`src/sv/sti_pkg.sv`:
```
// ----------------------------------------------------------------------------
// sti_pkg
// Shared types, codes and defaults for the sorted table block.
// ----------------------------------------------------------------------------
package sti_pkg;

  localparam int unsigned CAPACITY_DEF = 16;

  localparam logic CMD_INSERT = 1'b0;
  localparam logic CMD_DELETE = 1'b1;

  localparam logic [2:0] ST_INSERTED = 3'd0;
  localparam logic [2:0] ST_DELETED  = 3'd1;
  localparam logic [2:0] ST_NOTFOUND = 3'd2;
  localparam logic [2:0] ST_EMPTY    = 3'd3;
  localparam logic [2:0] ST_FULL     = 3'd4;

  typedef struct packed {
    logic               cmd;
    logic signed [31:0] value;
  } in_word_t;

  typedef struct packed {
    logic [2:0] status;
    logic [4:0] entry_count;
  } out_word_t;

  typedef enum logic [2:0] {
    S_IDLE,
    S_DISPATCH,
    S_INS_RD,
    S_INS_CMP,
    S_DEL_RD,
    S_DEL_CMP,
    S_DONE
  } state_e;

  typedef struct packed {
    logic       load;
    logic       rd;
    logic       shift;
    logic       place;
    logic       del_step;
    logic       occ_inc;
    logic       occ_dec;
    logic       out_load;
    logic [2:0] code;
  } ctl_cmd_t;

  typedef struct packed {
    logic is_del;
    logic occ_zero;
    logic full;
    logic idx_zero;
    logic idx_last;
    logic cmp_ge;
    logic cmp_eq;
    logic found;
    logic out_free;
  } dp_stat_t;

endpackage

```
`src/sv/sti_datapath.sv`:
```
// ----------------------------------------------------------------------------
// sti_datapath
// Entry RAM, scan index, entry count, compare logic and result register.
// ----------------------------------------------------------------------------
module sti_datapath #(
  parameter int unsigned CAPACITY = sti_pkg::CAPACITY_DEF
) (
  input  logic               clk_i,
  input  logic               rst_ni,
  input  sti_pkg::in_word_t  in_word_i,
  input  sti_pkg::ctl_cmd_t  cmd_i,
  output sti_pkg::dp_stat_t  stat_o,
  input  logic               out_ready_i,
  output logic               out_valid_o,
  output sti_pkg::out_word_t out_word_o
);
  import sti_pkg::*;

  localparam int unsigned AW = $clog2(CAPACITY);
  localparam int unsigned CW = $clog2(CAPACITY + 1);

  logic [31:0]   ram_q [CAPACITY];
  logic [31:0]   rdata_q;
  logic [31:0]   val_q;
  logic          del_q;
  logic [CW-1:0] idx_q, idx_d;
  logic [CW-1:0] occ_q, occ_d;
  logic          found_q, found_d;
  logic          out_valid_q;
  out_word_t     out_word_q;

  logic [CW-1:0] idx_m1;
  logic [CW-1:0] occ_m1;
  logic [AW-1:0] raddr, waddr;
  logic [31:0]   wdata;
  logic          we;

  assign idx_m1  = idx_q - 1'b1;
  assign occ_m1  = occ_q - 1'b1;
  assign raddr   = del_q ? idx_q[AW-1:0] : idx_m1[AW-1:0];
  assign waddr   = del_q ? idx_m1[AW-1:0] : idx_q[AW-1:0];
  assign wdata   = cmd_i.place ? val_q : rdata_q;
  assign we      = cmd_i.shift | cmd_i.place | (cmd_i.del_step & found_q);

  always_ff @(posedge clk_i) begin
    if (we) begin
      ram_q[waddr] <= wdata;
    end
    if (cmd_i.rd) begin
      rdata_q <= ram_q[raddr];
    end
    if (cmd_i.load) begin
      val_q <= in_word_i.value;
      del_q <= in_word_i.cmd;
    end
    if (cmd_i.out_load) begin
      out_word_q.status      <= cmd_i.code;
      out_word_q.entry_count <= 5'(occ_q);
    end
  end

  always_comb begin
    idx_d   = idx_q;
    found_d = found_q;
    occ_d   = occ_q;
    if (cmd_i.load) begin
      idx_d   = (in_word_i.cmd == CMD_INSERT) ? occ_q : '0;
      found_d = 1'b0;
    end else if (cmd_i.shift) begin
      idx_d = idx_m1;
    end else if (cmd_i.del_step) begin
      idx_d = idx_q + 1'b1;
      if (rdata_q == val_q) begin
        found_d = 1'b1;
      end
    end
    if (cmd_i.occ_inc) begin
      occ_d = occ_q + 1'b1;
    end else if (cmd_i.occ_dec) begin
      occ_d = occ_m1;
    end
  end

  always_ff @(posedge clk_i or negedge rst_ni) begin
    if (!rst_ni) begin
      idx_q       <= '0;
      occ_q       <= '0;
      found_q     <= 1'b0;
      out_valid_q <= 1'b0;
    end else begin
      idx_q   <= idx_d;
      occ_q   <= occ_d;
      found_q <= found_d;
      if (cmd_i.out_load) begin
        out_valid_q <= 1'b1;
      end else if (out_ready_i) begin
        out_valid_q <= 1'b0;
      end
    end
  end

  always_comb begin
    stat_o.is_del   = del_q;
    stat_o.occ_zero = (occ_q == '0);
    stat_o.full     = (occ_q == CW'(CAPACITY));
    stat_o.idx_zero = (idx_q == '0);
    stat_o.idx_last = (idx_q == occ_m1);
    stat_o.cmp_ge   = ($signed(rdata_q) >= $signed(val_q));
    stat_o.cmp_eq   = (rdata_q == val_q);
    stat_o.found    = found_q;
    stat_o.out_free = !out_valid_q || out_ready_i;
  end

  assign out_valid_o = out_valid_q;
  assign out_word_o  = out_word_q;

endmodule

```
`src/sv/sti_ctrl.sv`:
```
// ----------------------------------------------------------------------------
// sti_ctrl
// Sequencer for insert and delete scans over the entry RAM.
// ----------------------------------------------------------------------------
module sti_ctrl (
  input  logic              clk_i,
  input  logic              rst_ni,
  input  logic              in_valid_i,
  output logic              in_ready_o,
  input  sti_pkg::dp_stat_t stat_i,
  output sti_pkg::ctl_cmd_t cmd_o
);
  import sti_pkg::*;

  state_e     state_q, state_d;
  logic [2:0] code_q, code_d;

  always_ff @(posedge clk_i or negedge rst_ni) begin
    if (!rst_ni) begin
      state_q <= S_IDLE;
      code_q  <= ST_INSERTED;
    end else begin
      state_q <= state_d;
      code_q  <= code_d;
    end
  end

  always_comb begin
    state_d    = state_q;
    code_d     = code_q;
    cmd_o      = '0;
    cmd_o.code = code_q;
    in_ready_o = 1'b0;
    unique case (state_q)
      S_IDLE: begin
        in_ready_o = 1'b1;
        if (in_valid_i) begin
          cmd_o.load = 1'b1;
          state_d    = S_DISPATCH;
        end
      end
      S_DISPATCH: begin
        if (!stat_i.is_del) begin
          if (stat_i.full) begin
            code_d  = ST_FULL;
            state_d = S_DONE;
          end else begin
            state_d = S_INS_RD;
          end
        end else if (stat_i.occ_zero) begin
          code_d  = ST_EMPTY;
          state_d = S_DONE;
        end else begin
          state_d = S_DEL_RD;
        end
      end
      S_INS_RD: begin
        if (stat_i.idx_zero) begin
          cmd_o.place   = 1'b1;
          cmd_o.occ_inc = 1'b1;
          code_d        = ST_INSERTED;
          state_d       = S_DONE;
        end else begin
          cmd_o.rd = 1'b1;
          state_d  = S_INS_CMP;
        end
      end
      S_INS_CMP: begin
        if (stat_i.cmp_ge) begin
          cmd_o.shift = 1'b1;
          state_d     = S_INS_RD;
        end else begin
          cmd_o.place   = 1'b1;
          cmd_o.occ_inc = 1'b1;
          code_d        = ST_INSERTED;
          state_d       = S_DONE;
        end
      end
      S_DEL_RD: begin
        cmd_o.rd = 1'b1;
        state_d  = S_DEL_CMP;
      end
      S_DEL_CMP: begin
        cmd_o.del_step = 1'b1;
        if (stat_i.idx_last) begin
          if (stat_i.found || stat_i.cmp_eq) begin
            cmd_o.occ_dec = 1'b1;
            code_d        = ST_DELETED;
          end else begin
            code_d = ST_NOTFOUND;
          end
          state_d = S_DONE;
        end else begin
          state_d = S_DEL_RD;
        end
      end
      S_DONE: begin
        if (stat_i.out_free) begin
          cmd_o.out_load = 1'b1;
          state_d        = S_IDLE;
        end
      end
      default: begin
        state_d = S_IDLE;
      end
    endcase
  end

endmodule

```
`src/sv/sorted_table_insert_delete.sv`:
```
// ----------------------------------------------------------------------------
// sorted_table_insert_delete
// Ordered table of signed keys with insert and delete, one result per word.
// ----------------------------------------------------------------------------
// One word is taken at a time. The entries live in a single-port RAM and each
// scan step is a registered read, then a compare and write back. An insert
// walks over the held entries not less than the new key, since those shift up
// one place from the top down. A delete always walks the whole table, shifting
// the tail down behind the first match. Full and empty cases skip the scan. A
// finished result waits in the output register; the next word is taken while
// it waits, and its own result holds until the register frees.
module sorted_table_insert_delete #(
  parameter int unsigned CAPACITY = sti_pkg::CAPACITY_DEF
) (
  input  logic               clk_i,
  input  logic               rst_ni,
  input  logic               in_valid_i,
  output logic               in_ready_o,
  input  sti_pkg::in_word_t  in_word_i,
  output logic               out_valid_o,
  input  logic               out_ready_i,
  output sti_pkg::out_word_t out_word_o
);
  import sti_pkg::*;

  ctl_cmd_t ctl_cmd;
  dp_stat_t dp_stat;

  sti_ctrl u_ctrl (
    .clk_i      (clk_i),
    .rst_ni     (rst_ni),
    .in_valid_i (in_valid_i),
    .in_ready_o (in_ready_o),
    .stat_i     (dp_stat),
    .cmd_o      (ctl_cmd)
  );

  sti_datapath #(
    .CAPACITY (CAPACITY)
  ) u_datapath (
    .clk_i       (clk_i),
    .rst_ni      (rst_ni),
    .in_word_i   (in_word_i),
    .cmd_i       (ctl_cmd),
    .stat_o      (dp_stat),
    .out_ready_i (out_ready_i),
    .out_valid_o (out_valid_o),
    .out_word_o  (out_word_o)
  );

endmodule

```
`config.mk`:
```
export PLATFORM = sky130hd
export DESIGN_NAME = sorted_table_insert_delete
export DESIGN_NICKNAME = d
export VERILOG_FILES = /design/src/sv/sti_pkg.sv /design/src/sv/sti_datapath.sv /design/src/sv/sti_ctrl.sv /design/src/sv/sorted_table_insert_delete.sv
export SDC_FILE = /design/constraint.sdc
export NUM_CORES = 1
export LEC_CHECK = 0
export BUFFER_PORTS_ARGS = -buffer_cell sky130_fd_sc_hd__buf_2
export CAP_MARGIN = 20
export CORE_MARGIN = 8
export CORE_UTILIZATION = 45
export CTS_BUF_LIST = sky130_fd_sc_hd__clkbuf_4 sky130_fd_sc_hd__clkbuf_8
export CTS_CLUSTER_SIZE = 28
export DETAILED_ROUTE_END_ITERATION = 16
export HOLD_SLACK_MARGIN = 0.05
export PLACE_DENSITY = 0.61
export RECOVER_POWER = 50
export REMOVE_ABC_BUFFERS = 1
export SLEW_MARGIN = 20
export SYNTH_ARGS = -nofsm -noshare
export SYNTH_HDL_FRONTEND = slang
export SYNTH_SLANG_ARGS = --single-unit
```
`constraint.sdc`:
```
create_clock -name clk_i -period 4.05 [get_ports clk_i]
set_input_delay 0 -clock clk_i [delete_from_list [all_inputs] [get_ports clk_i]]
set_output_delay 0 -clock clk_i [all_outputs]
set_load 0.03 [all_outputs]
```
== After elaboration in Yosys (flattened, before gate mapping) ==
Memory sizes are Yosys's and may differ from the RTL's. A register that Yosys moved wholly into a read port is not among the register bits.
Index checks and enable logic that the tools add are counted.

* Mux-type cells: 50
* Bitwise logic cells: 3
* Shift-type cells: 0
* Order comparisons: 1
* Multipliers: 0
* Add/sub/neg operators: 4
* Divide/modulo/power cells: 0
* Reduce and logical (&&, ||, !) cells: 15
* Equality and inequality tests: 17

{| class="wikitable"
|+ Operators by type and width
! kind !! count
|-
| $mux W3 || 12
|-
| $eq A32 B32 Y1 || 1
|-
| $ge A32 B32 Y1 || 1
|-
| $mux W32 || 1
|-
| $mux W5 || 6
|-
| $mux W1 || 22
|-
| $pmux W3 S7 || 1
|-
| $ne A2 B2 Y1 const B || 6
|-
| $pmux W3 S4 || 1
|-
| $add A5 B1 Y5 const B || 2
|-
| $logic_not A5 Y1 || 2
|-
| $sub A5 B1 Y5 const B || 2
|-
| $eq A3 B3 Y1 const B || 3
|-
| $mux W4 || 2
|-
| $reduce_bool A2 Y1 || 4
|-
| $eq A3 B2 Y1 const B || 2
|-
| $mux W2 || 3
|-
| $reduce_and A6 Y1 || 1
|-
| $eq A5 B5 Y1 || 1
|-
| $eq A5 B5 Y1 const B || 1
|-
| $pmux W1 S2 || 2
|-
| $reduce_bool A4 Y1 || 1
|-
| $eq A3 B1 Y1 const B || 1
|-
| $logic_not A3 Y1 || 1
|-
| other kinds (9) || 11
|}

* Flip-flop bits (word level): 59
* Memories: 1
* Memory bits (writable): 512
* Bits in read-only memories: 0
* Output and inout bits: 10
* Bits in latches: 0
* Bits of input ports: 37
* Word-level logic and storage cells: 101

{| class="wikitable"
|+ Memories
! memory !! words !! width !! read ports !! clocked after memory_dff !! wr ports !! line !! RTL
|-
| u_datapath.ram_q || 16 || 32 || 1 || 1 || 1 || sti_datapath.sv:22 || <nowiki>logic [31:0] ram_q [CAPACITY];</nowiki>
|}

== Longest topological paths before layout ==
Gate-level depths: netlist of the first run.

* Depth after elaboration: 7
* Depth in mapped cells: 14
* Gate-level depth less buffers: 10

== Modules after synthesis ==
Synthesis of the first run repeated with hierarchy kept, for this count alone.

* Cells, all modules: 1252
* Area total of the unflattened synthesis: 24507.3 um^2

{| class="wikitable"
|+ Modules (own cells, without submodules)
! module !! sequential area each (um^2) !! cells each !! instances !! area an instance (um^2)
|-
| sti_datapath || 17867.1 || 1195 || 1 || 24030.5
|-
| sti_ctrl || 150.1 || 57 || 1 || 476.7
|}

== Worst setup path before layout of the first run ==
Ideal clock, no wire load.

* Path type: register to register
* Start point: register u_datapath.idx_q[0]
* End point: memory u_datapath.ram_q[8][0] (enable)
* Period minus slack after synthesis: 3.845 ns
* Slack: 0.205 ns
* Cell stages (with the launch flop): 8
* Buffers on the path: 1
* Required time: 3.629 ns
* Arrival time: 3.424 ns
* Library setup time: 0.421 ns
* Path through: dfrtp_1 buf_2 inv_1 ha_1 or4b_2 o22ai_1 nand3_1 nor2_1

* Longest elaborated chain between the ends: 7
* Elaborated cells on any way between the ends: 9
* Classes of those cells: 1 x add/sub; 5 x mux; 2 x bitwise; 1 x reduce/logical

{| class="wikitable"
|+ RTL lines
! what !! line !! RTL
|-
| from (decl) || sti_datapath.sv:26 || <nowiki>logic [CW-1:0] idx_q, idx_d;</nowiki>
|-
| from (signal assigned) || sti_datapath.sv:91 || <nowiki>idx_q <= idx_d;</nowiki>
|-
| $logic_not A5 Y1 || sti_datapath.sv:106 || <nowiki>stat_o.idx_zero = (idx_q == '0);</nowiki>
|-
| $mux W1 || sti_ctrl.sv:58 || <nowiki>if (stat_i.idx_zero) begin</nowiki>
|-
| $pmux W1 S2 || sti_ctrl.sv:34 || <nowiki>unique case (state_q)</nowiki>
|-
| $or A1 B1 Y1 (2 in series) || sti_datapath.sv:43 || <nowiki>assign we = cmd_i.shift | cmd_i.place | (cmd_i.del_step & found_q);</nowiki>
|-
| $mux W1 || sti_datapath.sv:46 || <nowiki>if (we) begin</nowiki>
|-
| $mux W1 (not written as such) || sti_datapath.sv:47 || <nowiki>ram_q[waddr] <= wdata;</nowiki>
|-
| to (decl) || sti_datapath.sv:22 ||
|}

Parallel ways exist; a longest one is shown, timed or not.

== Final worst setup path of the first run ==
* Start point: register u_datapath.idx_q[1]
* End point: memory u_datapath.ram_q[1][7] (enable)

The elaborated chain is that of the path after synthesis.

==> run summary, run 1 <==
YOSYS
---------------------------------------------------------------------------------
Synthesis warning total                                                         0
Number of register bits inferred by synthesis                                 603
Cell type with the highest aggregate area in the netlist             sky130_fd_sc_hd__edfxtp_1
Fraction of synthesis flops using an asynchronous set or reset pin          2.99%
Most frequently used flop master after synthesis                     sky130_fd_sc_hd__edfxtp_1
Area contributors post-synth                                         sky130_fd_sc_hd__edfxtp_1 71%, sky130_fd_sc_hd__mux4_2 12%, sky130_fd_sc_hd__ha_1 1.9%
Cell count after synthesis                                                  1,312
Number of distinct library cells after synthesis                               71
Post-synth EDFFs                                                              585
Total standard cell area after synthesis                               0.0246 mm2
Sequential cell area fraction in the yosys report                           73.2%
Proportion of netlist area held by the largest area contributor             71.4%
Synthesized area divided by synthesized cell count                       18.8 um2

CELLS AND AREA
---------------------------------------------------------------------------------
Total number of nets in the final design                                    1,602
Area used by multi-input combinational logic                          0.00623 mm2
Fill cell count                                                             4,293
Fraction of layout instances using a drive strength above 1                 24.0%
Area added between synthesis and finish                                     16.0%
Storage element area                                                   0.0180 mm2

PLACE
---------------------------------------------------------------------------------
Estimated wirelength of the detail-placed design                        32,200 um
Last weighted congestion value of the routability-driven placer             0.825
Number of buffers added on ports                                               46
Post-Place Worst Slack                                                   0.159 ns

WORST SETUP PATH
---------------------------------------------------------------------------------
Kind of critical path                                                     reg2reg
Required time of the critical path                                        4.33 ns
Largest driver fanout on the critical path                                     22
Arrival time at the worst endpoint                                        4.10 ns
Worst Setup End Kind                                                     register
Crit start category                                                      register

TIMING
---------------------------------------------------------------------------------
Slew at the pin closest to its max-slew limit                             2.02 ns
Final period util                                                           94.3%
Final setup violating endpoints                                                 0
Post-Route Hold Slack                                                    0.159 ns
Worst Skew                                                              0.0253 ns
Setup repair after global routing missed its margin                         false
Final slew viol count                                                          14
Relative slew slack                                                        -34.6%
Count of endpoints failing hold in the final timing report                      0
Total Neg Setup Slack                                                        0 ns
Time the worst path needs with I/O delays and setup                       3.82 ns
Highest attainable clock frequency                                      0.262 GHz
Setup ws final                                                           0.231 ns

DIE
---------------------------------------------------------------------------------
Core ar.                                                               0.0539 mm2
DIE AREA                                                               0.0624 mm2
Vertical extent of the die                                                 250 um
Top Ports                                                                      47
Die outline width                                                          250 um
Initial core utilization                                                    45.6%
Number of standard-cell rows in the floorplan                                  85

CLOCK TREE
---------------------------------------------------------------------------------
CTS H-tree depth                                                                3
Register clock-pin slew on the reported worst setup and hold paths        0.06 ns
Number of buffers on the longest clock path                                     3
# clock sinks                                                                 603
Clock buffer count from CTS                                                    96
CTS tree                                                                      yes
Number of buffers inserted by post-CTS setup repair                             0
Clock latency of the later-clocked register in the worst-skew pair        0.69 ns
Clock root buffer                                                    sky130_fd_sc_hd__clkbuf_8

DETAILED ROUTING
---------------------------------------------------------------------------------
Drt first pass iters                                                            5
Iter 0 DRT Violations                                                       1,060
Post-detailed-route wirelength per cell                                   24.7 um
Number of nets still failing antenna checks after routing                       0
# DRC                                                                           0
Vias post-DR                                                               13,000
Vias/cell                                                                    5.66
Routed wire length                                                      56,900 um

POWER AND IR DROP
---------------------------------------------------------------------------------
Areal power density over the cells                                     768 mW/mm2
VDD IR max                                                             0.000339 V
Static leakage power                                                      9.55 nW

WORST HOLD PATH
---------------------------------------------------------------------------------
Worst hold path class                                                      in2reg

GRT
---------------------------------------------------------------------------------
Number of global-route vias before repair                                  13,400
Antenna violations before repair                                                2
Maximum number of pins on one net before global-route repair                   52
Combined global-route utilization of all metal layers                       18.3%
Wire length of the first global-routing pass                            85,500 um
Final global-route overflow total                                               0

RUN
---------------------------------------------------------------------------------
Max-cap violations                                                              1

RUN STATUS
---------------------------------------------------------------------------------
Violations in the final reports                                      max-capacitance violations, max-slew violations
Result of the run                                                    finished, violations left

## cell usage after synthesis, types with 7 or more instances
cell type	instances
sky130_fd_sc_hd__mux4_2	128
sky130_fd_sc_hd__o21ai_0	24
sky130_fd_sc_hd__nor3_1	8
sky130_fd_sc_hd__clkbuf_1	27
sky130_fd_sc_hd__nand4_1	8
sky130_fd_sc_hd__ha_1	37
sky130_fd_sc_hd__nor2b_1	37
sky130_fd_sc_hd__xnor2_1	10
sky130_fd_sc_hd__mux2i_1	36
sky130_fd_sc_hd__nand2_1	59
sky130_fd_sc_hd__nor2_1	36
sky130_fd_sc_hd__xor2_1	9
sky130_fd_sc_hd__inv_1	44
sky130_fd_sc_hd__a211oi_1	35
sky130_fd_sc_hd__o21ai_1	18
sky130_fd_sc_hd__nand3_1	10
sky130_fd_sc_hd__a21oi_1	58
sky130_fd_sc_hd__buf_2	28
sky130_fd_sc_hd__edfxtp_1	585
sky130_fd_sc_hd__a31oi_1	7
sky130_fd_sc_hd__dfrtp_1	18
## layout make-up
class,instances,area share (%)
Clock buffer,127,5.45
Multi-Input combinational cell,598,21.8
Timing Repair Buffer,184,4.90
Inverter,45,0.592
Sequential cell,603,63.1
Tap cell,696,3.05
Antenna cell,1,0.00877
Clock inverter,46,1.02
## registers in the layout, summed over array words and instances, names as in the netlist
name,cells
u_datapath.rdata_q,32
u_datapath.out_word_o,8
u_ctrl.code_q,3
u_datapath.idx_q,5
u_datapath.found_q,1
u_datapath.del_q,1
u_datapath.occ_q,5
u_datapath.val_q,32
u_datapath.out_valid_o,1
u_datapath.ram_q,512
u_ctrl.state_q,3
## routing by layer
metal	track usage (%)	wire length [um]	up-vias
met4	6.66	1430	0
met3	3.43	3280	94
met2	28.0	26400	412
met1	26.0	25800	6768
met5	0	0	-
li1	-	-	5751
## final timing paths
check | depth (start not counted) | slack (ns) | from | to
setup / recovery | 7 | 0.23 | u_datapath.idx_q[1]$_DFFE_PN0P_ | u_datapath.ram_q[1][7]$_DFFE_PP_
hold / removal | 2 | 0.16 | in_word_i[20] | u_datapath.val_q[20]$_DFFE_PP_
setup reg to reg | 7 | 0.23 | u_datapath.idx_q[1]$_DFFE_PN0P_ | u_datapath.ram_q[1][7]$_DFFE_PP_
hold reg to reg | 0 | 0.45 | u_ctrl.code_q[1]$_DFFE_PN0P_ | u_datapath.out_word_o[6]$_DFFE_PP_
max in group asynchronous | 3 | 2.96 | rst_ni | u_datapath.idx_q[1]$_DFFE_PN0P_
min in group asynchronous | 3 | 0.54 | rst_ni | u_ctrl.code_q[1]$_DFFE_PN0P_
## worst max-delay path, cell delays in order, from the launching register on
cell and delay (ns):
sky130_fd_sc_hd__dfrtp_1 0.52, sky130_fd_sc_hd__inv_1 0.20, sky130_fd_sc_hd__ha_1 0.33, sky130_fd_sc_hd__or4b_2 0.73
sky130_fd_sc_hd__o22ai_1 0.36, sky130_fd_sc_hd__nand2_1 0.29, sky130_fd_sc_hd__nor2_4 0.17, sky130_fd_sc_hd__clkbuf_2 0.80
## placed cells by master, fill, tap and decap left out, drive strengths merged, types with 8 or more instances in the layout
cell type / count
clkinv: 38
xor2: 9
nor2b: 37
nand3: 11
xnor2: 10
a211oi: 36
dfrtp: 18
edfxtp: 585
buf: 62
nand4: 9
o21ai: 44
nor3: 8
inv: 47
dlygate4sd3: 64
a31oi: 8
ha: 37
mux4: 128
a21oi: 58
mux2i: 36
nor2: 36
clkbuf: 185
nand2: 60
## logic make-up after synthesis
group / Yosys count / share of synthesized area, %
flip-flops: 603 / 73.2
XOR/XNOR: 19 / 0.676
adder cells (fa/ha/maj): 37 / 1.88
AO/OA/AOI/OAI: 186 / 4.89
buffers and inverters: 111 / 1.99
AND/OR/NAND/NOR: 190 / 4.05
multiplexers: 166 / 13.3
## what timing repair did
item / 4_1_cts / 5_1_grt
hold endpoints to repair: 68 / 0
resized for setup: 0 / 3
endpoints found under the setup margin: 0 / 80
hold buffers: 64 / 0
## stage by stage
| stage | power (mW) | area [um2] | util [%] | std cells |
|---|---|---|---|---|
| after floorplan | 13.5 | 24300 | - | 1246 |
| after global placement | 17.1 | 26300 | 48.8 | 2061 |
| after detailed placement | 17.2 | 26300 | 48.8 | 2061 |
| after CTS | 22.3 | 28800 | 53.4 | 2298 |
| after global routing | 23.1 | 28500 | 52.9 | 2300 |
| final | 21.9 | 28500 | 52.9 | 2300 |
## where the power goes
group | switching (mW) | internal (mW) | total [mW]
logic | 4.67 | 3.24 | 7.91
clock network | 2.33 | 2.69 | 5.02
registers | 0.350 | 8.63 | 8.98
total | 7.36 | 14.6 | 21.9
No activity file was read; power rests on OpenSTA's default activity.
==> run 2, diff against run 1 <==
--- a/config.mk
+++ b/config.mk
@@ -7,11 +7,12 @@
 export LEC_CHECK = 0
 export BUFFER_PORTS_ARGS = -buffer_cell sky130_fd_sc_hd__buf_2
 export CAP_MARGIN = 20
-export CORE_MARGIN = 8
+export CORE_MARGIN = 10
 export CORE_UTILIZATION = 45
 export CTS_BUF_LIST = sky130_fd_sc_hd__clkbuf_4 sky130_fd_sc_hd__clkbuf_8
 export CTS_CLUSTER_SIZE = 28
 export DETAILED_ROUTE_END_ITERATION = 16
+export GPL_TIMING_DRIVEN = 0
 export HOLD_SLACK_MARGIN = 0.05
 export PLACE_DENSITY = 0.61
 export RECOVER_POWER = 50
==> run 2 against run 1 <==
Net effect:
- fmax shrank 8.7%
- global-route usage decreased by 0.57 points
- first-iteration DRC count grew 17%
- the run ends with negative setup slack left
- count of clock-buffer cells in the layout rose by 15
- routed wire length shrank 1.3%
- combinational power rose by 12%
- utilization rose by 2.9 points
- critical endpoint is now u_datapath.ram_q[14][25]$_DFFE_PP_
- highest routed layer unchanged
- die area rose by 3.2%
- critical path type unchanged
- clock power increased by 6.0%
- sequential power hardly changed
- via count up 0.27%
- non-clock buffer count up 16
- largest power group unchanged
==> run summary, run 2 (same netlist as run 1, synthesis figures left out) <==
RUN STATUS
-------------------------------------------------------------------------------------
Result of the run                                                        finished, violations left
Violations in the final reports                                          negative setup slack

PLACE
-------------------------------------------------------------------------------------
Last weighted congestion value of the routability-driven placer                 0.787   -4.6%
Estimated wirelength of the detail-placed design                            35,200 um   +9.3%
Number of buffers added on ports                                                   46   unchanged
Post-Place Worst Slack                                                      -0.362 ns   -0.521 ns

DIE
-------------------------------------------------------------------------------------
Die outline width                                                              254 um   +1.6%
Core ar.                                                                   0.0540 mm2   +0.20%
Number of standard-cell rows in the floorplan                                      85   unchanged
Initial core utilization                                                        45.5%   -0.090 points
Vertical extent of the die                                                     254 um   +1.6%
Top Ports                                                                          47   unchanged
DIE AREA                                                                   0.0644 mm2   +3.2%

GRT
-------------------------------------------------------------------------------------
Final global-route overflow total                                                   0   unchanged
Antenna violations before repair                                                    1   -1
Maximum number of pins on one net before global-route repair                       25   -52%
Number of global-route vias before repair                                      13,800   +2.7%
Wire length of the first global-routing pass                                84,900 um   -0.76%
Combined global-route utilization of all metal layers                           17.7%   -0.57 points

WORST SETUP PATH
-------------------------------------------------------------------------------------
Most numerous cell on the critical path                                  sky130_fd_sc_hd__buf_16
Cell chain of the critical path                                          inv_1, ha_1, nand4_1, nor2_1, o2bb2ai_1, o31ai_2, nor4b_2, o21ai_4, buf_16, buf_16, o21ai_1
Required time of the critical path                                            4.38 ns   +0.05 ns
Arrival time at the worst endpoint                                            4.52 ns   +0.42 ns
Master of the slowest instance on the critical path                      sky130_fd_sc_hd__o21ai_1
Worst Setup End Kind                                                         register
Crit start category                                                          register
Kind of critical path                                                         reg2reg
Largest driver fanout on the critical path                                         24   +9.1%
Maximum single-stage delay on the critical path                               0.75 ns   -0.05 ns

CLOCK TREE
-------------------------------------------------------------------------------------
# clock sinks                                                                     603   unchanged
CTS H-tree depth                                                                    3   unchanged
Number of buffers on the longest clock path                                         3   unchanged
Register clock-pin slew on the reported worst setup and hold paths            0.06 ns   about the same
Clock buffer count from CTS                                                       100   +4.2%
Clock latency of the later-clocked register in the worst-skew pair            0.69 ns   about the same
Clock root buffer                                                        sky130_fd_sc_hd__clkbuf_8
CTS tree                                                                          yes

TIMING
-------------------------------------------------------------------------------------
Slew at the pin closest to its max-slew limit                                 1.04 ns   -0.975 ns
Final period util                                                                103%   +9.0 points
Time the worst path needs with I/O delays and setup                           4.18 ns   +0.365 ns
Worst Skew                                                                  0.0426 ns   +0.0172 ns
Setup ws final                                                              -0.134 ns   -0.365 ns
Post-Route Hold Slack                                                        0.187 ns   +0.0279 ns
Final setup violating endpoints                                                   128   +128
Highest attainable clock frequency                                          0.239 GHz   -8.7%
Setup repair after global routing missed its margin                              true
Total Neg Setup Slack                                                       -13.08 ns   -13.08 ns
Final slew viol count                                                               0   -14
Count of endpoints failing hold in the final timing report                          0   unchanged
Relative slew slack                                                             30.1%   +65 points

RUN
-------------------------------------------------------------------------------------
Max-cap violations                                                                  0   -1

POWER AND IR DROP
-------------------------------------------------------------------------------------
Static leakage power                                                          10.2 nW   +6.8%
VDD IR max                                                                 0.000354 V   +4.4%
Tot Pwr                                                                       23.2 mW   +5.7%
Areal power density over the cells                                         769 mW/mm2   about the same

CELLS AND AREA
-------------------------------------------------------------------------------------
Total number of nets in the final design                                        1,622   +1.2%
Leading cell types in the layout, fill and taps excluded                 585 x sky130_fd_sc_hd__edfxtp_1, 128 x sky130_fd_sc_hd__mux4_2, 101 x sky130_fd_sc_hd__clkbuf_8, 68 x sky130_fd_sc_hd__dlygate4sd3_1, 59 x sky130_fd_sc_hd__nand2_1
Regs by FF count                                                         u_datapath.ram_q x512, u_datapath.rdata_q x32, u_datapath.val_q x32
Fraction of layout instances using a drive strength above 1                     28.6%   +4.6 points
Most frequent standard cell in the layout excluding fill and tap cells   sky130_fd_sc_hd__edfxtp_1
Register with the highest flop count                                     u_datapath.ram_q
Utilization after layout                                                        55.8%   +2.9 points
Fill cell count                                                                 4,073   -5.1%
Largest register FFs                                                              512   unchanged
Area added between synthesis and finish                                         22.5%

DETAILED ROUTING
-------------------------------------------------------------------------------------
# DRC                                                                               0   unchanged
Drt first pass iters                                                                5   unchanged
Iter 0 DRT Violations                                                           1,240   +17%
Number of nets still failing antenna checks after routing                           0   unchanged
Routed wire length                                                          56,200 um   -1.3%
Post-detailed-route wirelength per cell                                       24.1 um   -2.5%
Vias/cell                                                                        5.61   -0.94%
Vias post-DR                                                                   13,100   +0.27%

WORST HOLD PATH
-------------------------------------------------------------------------------------
Worst hold path class                                                          in2reg

==> run 2: power by group <==
group          switching [mW]  internal (mW)  leakage [nW]
clock                    2.36           2.96          1.06
combinational            4.82           4.03          3.65
sequential              0.380           8.62          5.48
total                    7.56           15.6          10.2
==> run 2: per-layer routing <==
metal | global-route usage (%) | vias up | wire length (um)
met5 | 0 | - | 0
met4 | 6.88 | 0 | 1470
met3 | 3.07 | 95 | 2910
met2 | 28.7 | 381 | 27600
met1 | 23.6 | 6773 | 24200
li1 | - | 5811 | -
==> run 2: worst max-delay path, delay by kind of cell (launching register included) <==
kind | cells | cell delay (ns)
AO/OA/AOI/OAI | 4 | 1.80
AND/OR/NAND/NOR | 3 | 0.89
buffers and inverters | 3 | 0.51
flip-flops | 1 | 0.36
adder cells (fa/ha/maj) | 1 | 0.26
==> run 2: path summary, 6_finish.rpt <==
path	slack (ns)	depth (start not counted)	end	start
hold reg to reg	0.45	0	u_datapath.out_word_o[5]$_DFFE_PP_	u_ctrl.code_q[0]$_DFFE_PN0P_
setup reg to reg	-0.13	11	u_datapath.ram_q[14][25]$_DFFE_PP_	u_datapath.val_q[14]$_DFFE_PP_
max in group asynchronous	3.01	3	u_datapath.occ_q[2]$_DFFE_PN0P_	rst_ni
min in group asynchronous	0.50	3	u_ctrl.state_q[2]$_DFFE_PN0P_	rst_ni
hold / removal	0.19	4	u_datapath.out_valid_o$_DFFE_PN0P_	out_ready_i
setup / recovery	-0.13	11	u_datapath.ram_q[14][25]$_DFFE_PP_	u_datapath.val_q[14]$_DFFE_PP_
==> run 2: stage by stage <==
| stage | cells | area [um2] |
|---|---|---|
| after floorplan | 1246 | 24300 |
| after global routing | 2328 | 30100 |
| final | 2328 | 30100 |
| after detailed placement | 2064 | 27300 |
| after global placement | 1988 | 25400 |
| after CTS | 2320 | 30100 |
==> run 2: cell type report <==
class,instances,area [um2],share of cell area [%]
multi-input cells,598,6380,21.2
inverters,45,169,0.560
well taps,696,871,2.89
diodes,1,2.50,0.00830
clock buffers,142,1700,5.63
flip-flops and latches,603,18000,59.8
clock inverters,43,310,1.03
repair buffers,200,2700,8.95
==> run 2: what timing repair did <==
item,4_1_cts,5_1_grt
hold buffers,68,0
setup endpoints to repair,520,390
pin swaps,2,5
gates resized for setup,18,6
setup buffers,3,7
hold endpoints to repair,68,0
